===== src/rtl/mroe_pkg.sv =====
package mroe_pkg;

  localparam int MAX_ROWS_DEF = 16;
  localparam int MAX_COLS_DEF = 16;

  // Size registers hold 5 bits; writes keep the low 5 bits.
  localparam int SIZE_W = 5;
  localparam logic [SIZE_W-1:0] SIZE_RESET = 5'd16;

  typedef enum logic [1:0] {
    OP_WRITE = 2'd0,
    OP_READ  = 2'd1,
    OP_SCALE = 2'd2,
    OP_SUB   = 2'd3
  } op_t;

  typedef enum logic {
    REG_ROWS = 1'b0,
    REG_COLS = 1'b1
  } reg_idx_t;

  // Commands from the controller to the datapath.
  typedef struct packed {
    logic              load;      // capture the accepted item's fields
    logic              wr_elem;   // write one element at (row, col)
    logic              rd_elem;   // read one element at (row, col)
    logic              issue;     // start one column of a row command
    logic [SIZE_W-1:0] col;       // column of the issued step
    logic              is_sub;    // row command subtracts into target_row
    logic              out_load;  // load the result register
    logic              take_rd;   // result carries the element read
    logic              err;       // result reports an index error
  } cmd_t;

  // Status from the datapath back to the controller.
  typedef struct packed {
    logic pipe_busy;
  } sts_t;

endpackage


===== src/rtl/mroe_ctrl.sv =====
module mroe_ctrl #(
  parameter int MAX_ROWS = mroe_pkg::MAX_ROWS_DEF,
  parameter int MAX_COLS = mroe_pkg::MAX_COLS_DEF
) (
  input  logic                         clk,
  input  logic                         rst,
  input  logic                         in_valid,
  output logic                         in_ready,
  input  logic [1:0]                   in_op,
  input  logic [3:0]                   in_row,
  input  logic [3:0]                   in_target_row,
  input  logic [3:0]                   in_col,
  input  logic [mroe_pkg::SIZE_W-1:0]  rows_in_use,
  input  logic [mroe_pkg::SIZE_W-1:0]  cols_in_use,
  output logic                         out_valid,
  input  logic                         out_ready,
  output mroe_pkg::cmd_t               cmd,
  input  mroe_pkg::sts_t               sts
);

  localparam int SW = mroe_pkg::SIZE_W;

  typedef enum logic [4:0] {
    S_IDLE  = 5'b00001,
    S_ELEM  = 5'b00010,
    S_ROW   = 5'b00100,
    S_DRAIN = 5'b01000,
    S_DONE  = 5'b10000
  } state_t;

  state_t        state;
  state_t        state_next;
  mroe_pkg::op_t op_q;
  logic          err_q;
  logic [SW-1:0] j;
  logic [SW-1:0] j_next;

  logic [SW-1:0] nr;
  logic [SW-1:0] nc;
  logic          accept;
  logic          ok;
  logic          out_free;
  mroe_pkg::op_t op_in;

  assign op_in = mroe_pkg::op_t'(in_op);

  // Clamp the sizes to the store.
  assign nr = (32'(rows_in_use) > MAX_ROWS) ? SW'(MAX_ROWS) : rows_in_use;
  assign nc = (32'(cols_in_use) > MAX_COLS) ? SW'(MAX_COLS) : cols_in_use;

  assign in_ready = (state == S_IDLE);
  assign accept   = in_valid & in_ready;
  assign out_free = ~out_valid | out_ready;

  always_comb begin
    case (op_in)
      mroe_pkg::OP_WRITE,
      mroe_pkg::OP_READ:  ok = ({1'b0, in_row} < nr) && ({1'b0, in_col} < nc);
      mroe_pkg::OP_SCALE: ok = ({1'b0, in_row} < nr);
      mroe_pkg::OP_SUB:   ok = ({1'b0, in_row} < nr) && ({1'b0, in_target_row} < nr);
      default:            ok = 1'b0;
    endcase
  end

  always_comb begin
    state_next   = state;
    j_next       = j;
    cmd          = '0;
    cmd.load     = accept;
    cmd.col      = j;
    cmd.is_sub   = (op_q == mroe_pkg::OP_SUB);
    cmd.take_rd  = (op_q == mroe_pkg::OP_READ) && !err_q;
    cmd.err      = err_q;
    case (state)
      S_IDLE: begin
        j_next = '0;
        if (accept) begin
          if (!ok) begin
            state_next = S_DONE;
          end else if (op_in == mroe_pkg::OP_WRITE || op_in == mroe_pkg::OP_READ) begin
            state_next = S_ELEM;
          end else if (nc == '0) begin
            state_next = S_DONE;
          end else begin
            state_next = S_ROW;
          end
        end
      end
      S_ELEM: begin
        cmd.wr_elem = (op_q == mroe_pkg::OP_WRITE);
        cmd.rd_elem = (op_q == mroe_pkg::OP_READ);
        state_next  = S_DONE;
      end
      S_ROW: begin
        cmd.issue = 1'b1;
        j_next    = j + 1'b1;
        if (j_next == nc) begin
          state_next = S_DRAIN;
        end
      end
      S_DRAIN: begin
        if (!sts.pipe_busy) begin
          state_next = S_DONE;
        end
      end
      S_DONE: begin
        // Keep the element read on the port while the result register is full.
        cmd.rd_elem = (op_q == mroe_pkg::OP_READ) && !err_q;
        if (out_free) begin
          cmd.out_load = 1'b1;
          state_next   = S_IDLE;
        end
      end
      default: begin
        state_next = S_IDLE;
      end
    endcase
  end

  always_ff @(posedge clk) begin
    if (rst) begin
      state     <= S_IDLE;
      j         <= '0;
      out_valid <= 1'b0;
      op_q      <= mroe_pkg::OP_WRITE;
      err_q     <= 1'b0;
    end else begin
      state <= state_next;
      j     <= j_next;
      if (accept) begin
        op_q  <= op_in;
        err_q <= !ok;
      end
      if (cmd.out_load) begin
        out_valid <= 1'b1;
      end else if (out_ready) begin
        out_valid <= 1'b0;
      end
    end
  end

`ifndef SYNTHESIS
  a_idle_pipe_empty: assert property (@(posedge clk) disable iff (rst)
    in_ready |-> !sts.pipe_busy)
    else $error("pipeline busy while taking a new item");

  a_one_item: assert property (@(posedge clk) disable iff (rst)
    accept |=> !in_ready)
    else $error("second item taken before result");

  a_col_bound: assert property (@(posedge clk) disable iff (rst)
    cmd.issue |-> (j < nc))
    else $error("column step beyond columns in use");

  a_no_overwrite: assert property (@(posedge clk) disable iff (rst)
    cmd.out_load |-> (!out_valid || out_ready))
    else $error("result register overwritten");
`endif

endmodule


===== config.mk =====
export PLATFORM = sky130hd
export DESIGN_NAME = mroe_ctrl
export DESIGN_NICKNAME = d
export VERILOG_FILES = /design/src/rtl/mroe_pkg.sv /design/src/rtl/mroe_ctrl.sv
export SDC_FILE = /design/constraint.sdc
export NUM_CORES = 1
export LEC_CHECK = 0
export ABC_AREA = 0
export BUFFER_PORTS_ARGS = -buffer_cell sky130_fd_sc_hd__buf_2
export CAP_MARGIN = 20
export CORE_ASPECT_RATIO = 0.5
export CORE_MARGIN = 1
export CORE_UTILIZATION = 42
export DETAILED_ROUTE_END_ITERATION = 7
export PLACE_DENSITY = 0.72
export SLEW_MARGIN = 0
export SYNTH_ARGS = -nofsm -noshare
export SYNTH_HDL_FRONTEND = slang
export SYNTH_SLANG_ARGS = --single-unit

===== constraint.sdc =====
create_clock -name clk -period 1.6 [get_ports clk]
set_input_delay 0.32 -clock clk [delete_from_list [all_inputs] [get_ports clk]]
set_output_delay 0.32 -clock clk [all_outputs]
set_load 0.03 [all_outputs]

# Yosys cells after proc, flatten, opt, wreduce, memory -nomap -nowiden
# Cells that the tools add are included.
# word_totals
register_bits	14
in_bits	29
out_inout_bits	15
word_cells	61
# classes
addsub	1
n_lt_le_gt_ge	5
eq_ne	15
n_mux	19
bitwise	3
n_reduce_logical	13
# ops
cell	count
5-bit two-way mux	9
5-bit one-hot mux with 5 select lines	1
4-bit by 5-bit less-than comparator with 1-bit output	3
5-bit greater-than comparator (second input constant)	2
5-bit one-hot mux with 2 select lines	1
2-bit equality test (second input constant)	3
1-bit two-way mux	6
2-bit inequality test (second input constant)	3
5-bit by 1-bit adder with 5-bit output (second input constant)	1
5-bit by 1-bit equality test with 1-bit output (second input constant)	1
5-bit by 2-bit equality test with 1-bit output (second input constant)	1
5-bit by 3-bit equality test with 1-bit output (second input constant)	1
5-bit by 4-bit equality test with 1-bit output (second input constant)	1
5-bit equality test	1
5-bit equality test (second input constant)	1
5-bit zero test	1
2-bit by 1-bit equality test with 1-bit output (second input constant)	2
2-bit zero test	2
4-bit AND reduction	1
2-bit nonzero test	2
1-bit logical AND	3
1-bit one-hot mux with 3 select lines	1
1-bit zero test	2
2-bit by 1-bit inequality test with 1-bit output (second input constant)	1
6 further kinds	6

# Logic depth before layout (Yosys ltp)
# logic_depth
ltp_word	8
depth_mapped	8
ltp_nobuf	8

# Worst setup path before layout
# OpenSTA, ideal clock, no wires.
# synth_timing
path_kind	register -> output
from	register state[3]
to	output cmd[11] (netlist name)
arrival_ns	1.710
t_required_ns	1.280
setup_slack_ns	-0.430
path_stages_with_launch	4
path_buffers	1
path_cell_list	dfxtp_1 buf_2 nor3_1 nor4b_1
# synth_lines
element	line_no	rtl
from (decl)	mroe_ctrl.sv:31	state_t state;
from (signal assigned)	mroe_ctrl.sv:128	state <= state_next;
to (decl)	mroe_ctrl.sv:17	output mroe_pkg::cmd_t cmd,

==> flow_summary.yaml <==
status:
  status: "complete, but fails checks"
  violations: "setup timing"
global_route:
  grt_max_degree: 16
  grt_pass1_vias: 1188
  track_usage_pct: 21.4
  antenna_found_initial: 0
  grt_overflow: 0
  grt_pass1_wl_um: 4920
clock_network:
  cts.sink_count: 14
  cts_hold_buffers: 0
  clk_latency_ps: 250
  cts-buffers-inserted: 3
  cts.clk_slew.worst_paths_ps: 60
  h-tree-depth: 1
  cts_tree: "done"
  cts_root_buffer: "clkbuf_8"
  clockBufferDepth: 2
sta:
  setup_viol: 3
  final_min_period_over_clock_period_pct: 103
  finalHoldViolations: 0
  slew_headroom_pct: 74.1
  fin_crit_ps: 1650
  slew_viol_final: 0
  finClkSkew_ps: 5.51
  rsz0062_at_grt: "true"
  max_freq_ghz: 0.607
  worst_slew_pin_slew_ps: 384
  finalWorstSetupSlack_ps: -46.4
die:
  coreArea_mm2: 0.00265
  die_y_um: 39.7
  fp.dieArea_mm2: 0.00308
  start_util_pct: 45.1
  num_io_pins: 44
  std_cell_rows: 13
  die_x_um: 77.4
drt:
  drt_iter0_drc: 17
  vias_per_cell: 5.13
  drc: 0
  wl_per_cell_um: 12.0
  num_vias: 1282
  wirelength_um: 2990
  drtAntennaViolNets: 0
  firstDrtPassIters: 4
cells_and_area:
  seq_area_um2: 307
  multi_input_area_um2: 970
  nets: 253
  final_cell_mix: "buf_2 (37), buf_4 (23), nor2_1 (13), nand2_1 (12), a21oi_1 (12)"
  antenna_cells: 0
  syn_to_final_growth_pct: 51.2
  final_common_cell: "buf_2"
  fill_cells: 226
  drive_above_1_share_pct: 47.4
  instances_no_fill: 250
yosys:
  syn_inst: 150
  synth_ff_type: "dfxtp_1"
  syn_area_mm2: 0.00119
  synth_cell_types: 42
  yosysWarnings: 0
  synthTopCellsByArea: "dfxtp_1 (23%), ha_1 (10%), xnor2_1 (5.9%)"
  post_synth.cell_area_avg_um2: 7.97
  ys_ff_latch: 14
  yosys.area.top_type_share_pct: 23.5
  seq_area_frac_synth_pct: 23.5
  yosys.area.top_type: "dfxtp_1"
  syn_nets: 189
  synth-edff-count: 0
  async_reset_ff_share_pct: 0
power:
  p_leak_nw: 0.802
  power_density_mw_per_mm2: 607
  ir_drop_mv: 0.331
worst_setup_path:
  slowest_delay_ps: 370
  worstPathRequired_ps: 1280
  crit_family: "simple AND/OR/NAND/NOR gates"
  worstPathArrival_ps: 1330
  critPathBufInv: 2
  cp-start-kind: "register"
  end_kind: "primary output"
  cp_max_fo: 7
  path_class: "register to primary output"
  slowest_stage: "dfxtp_4"
  crit_chain: "nand2b_4 > nor4_4 > nand2_2 > inv_4 > buf_6"
place:
  pre_cts_ws_ps: -147
  numPortBuffers: 43
  dp_cells: 239
  dp_hpwl_um: 2350
  routabilityCongestion: 0.720
job:
  drv_cap: 0
hold_path:
  min_path_type: "input pin to register"
==> where the power goes <==
group / switching (W) / internal (W)
Clock: 0.000121 / 0.000170
Sequential: 0.0000289 / 0.000361
Combinational: 0.000210 / 0.000206
==> worst paths after layout <==
kind                                  to     start  depth (start not counted)  slack (ps)
worst max-delay path             cmd[12]  state[3]                          5         -50
worst min-delay path            state[1]  in_op[1]                          2         270
worst max register to register  state[3]      j[0]                          7          60
worst min register to register   op_q[0]   op_q[0]                          2         510
==> state kept, by name, summed over array words and instances, names as in the netlist <==
name / count
out_valid: 1
op_q: 2
state: 5
j: 5
err_q: 1
==> cells in the mapped netlist, types with 2 or more instances <==
cell type,number
o21ai_0,4
nand2_1,13
inv_2,3
a22oi_1,2
nand2b_1,11
ha_1,10
xnor2_1,8
and2_1,2
nand3b_1,5
nor2_1,14
inv_1,3
buf_4,2
nand4b_1,2
buf_2,3
nor3_1,2
a211oi_1,3
mux2i_1,2
o21ai_1,5
nor4_1,4
nand3_1,5
a21oi_1,13
dfxtp_1,14
==> per-stage QoR <==
| stage | hold WS (ps) | total power (W) | TNS [ps] | util, % | area, um^2 |
|---|---|---|---|---|---|
| floorplan | 396 | 0.000628 | -524 | - | 1240 |
| global placement | 494 | 0.000740 | -303 | 59.3 | 1570 |
| CTS | 273 | 0.00109 | 0 | 65.2 | 1730 |
| finish | 273 | 0.00110 | -66.4 | 68.1 | 1810 |
| detailed placement | 504 | 0.000748 | -390 | 59.3 | 1570 |
| global route | 277 | 0.00117 | -416 | 68.1 | 1810 |
==> per-layer routing <==
layer | track usage (%) | part of all wire [%] | vias up
li1 | - | - | 662
met1 | 23.8 | 47 | 587
met2 | 42.9 | 48 | 29
met3 | 5.12 | 3.6 | 4
met4 | 5.19 | 0.90 | 0
met5 | 0 | 0 | -
==> layout make-up <==
class                      instances  share of cell area (%)
clock inverter                     1                   0.208
multi-input combinational        124                    53.7
inverter                           6                    1.39
timing repair buffer              65                    22.9
sequential                        14                    17.0
tap                               37                    2.56
clock buffer                       3                    2.29
==> repair_timing <==
item                       CTS  global route
buffers inserted             5             2
pin swaps                    2             9
setup endpoints to repair    7             7
gates cloned                 0             0
gates resized for setup     22            13
==> logic make-up (layout without fill, tap and decap cells) <==
family / after synthesis / after routing / synth area share (%)
simple gates: 68 / 68 / 33.5
compound gates: 35 / 35 / 19.6
fa+ha+maj: 10 / 10 / 10.5
buf+inv: 12 / 75 / 4.71
mux: 2 / 2 / 1.68
xor+xnor: 9 / 9 / 6.60
flops: 14 / 14 / 23.5
Note: power is estimated with default switching activity, not from simulation.
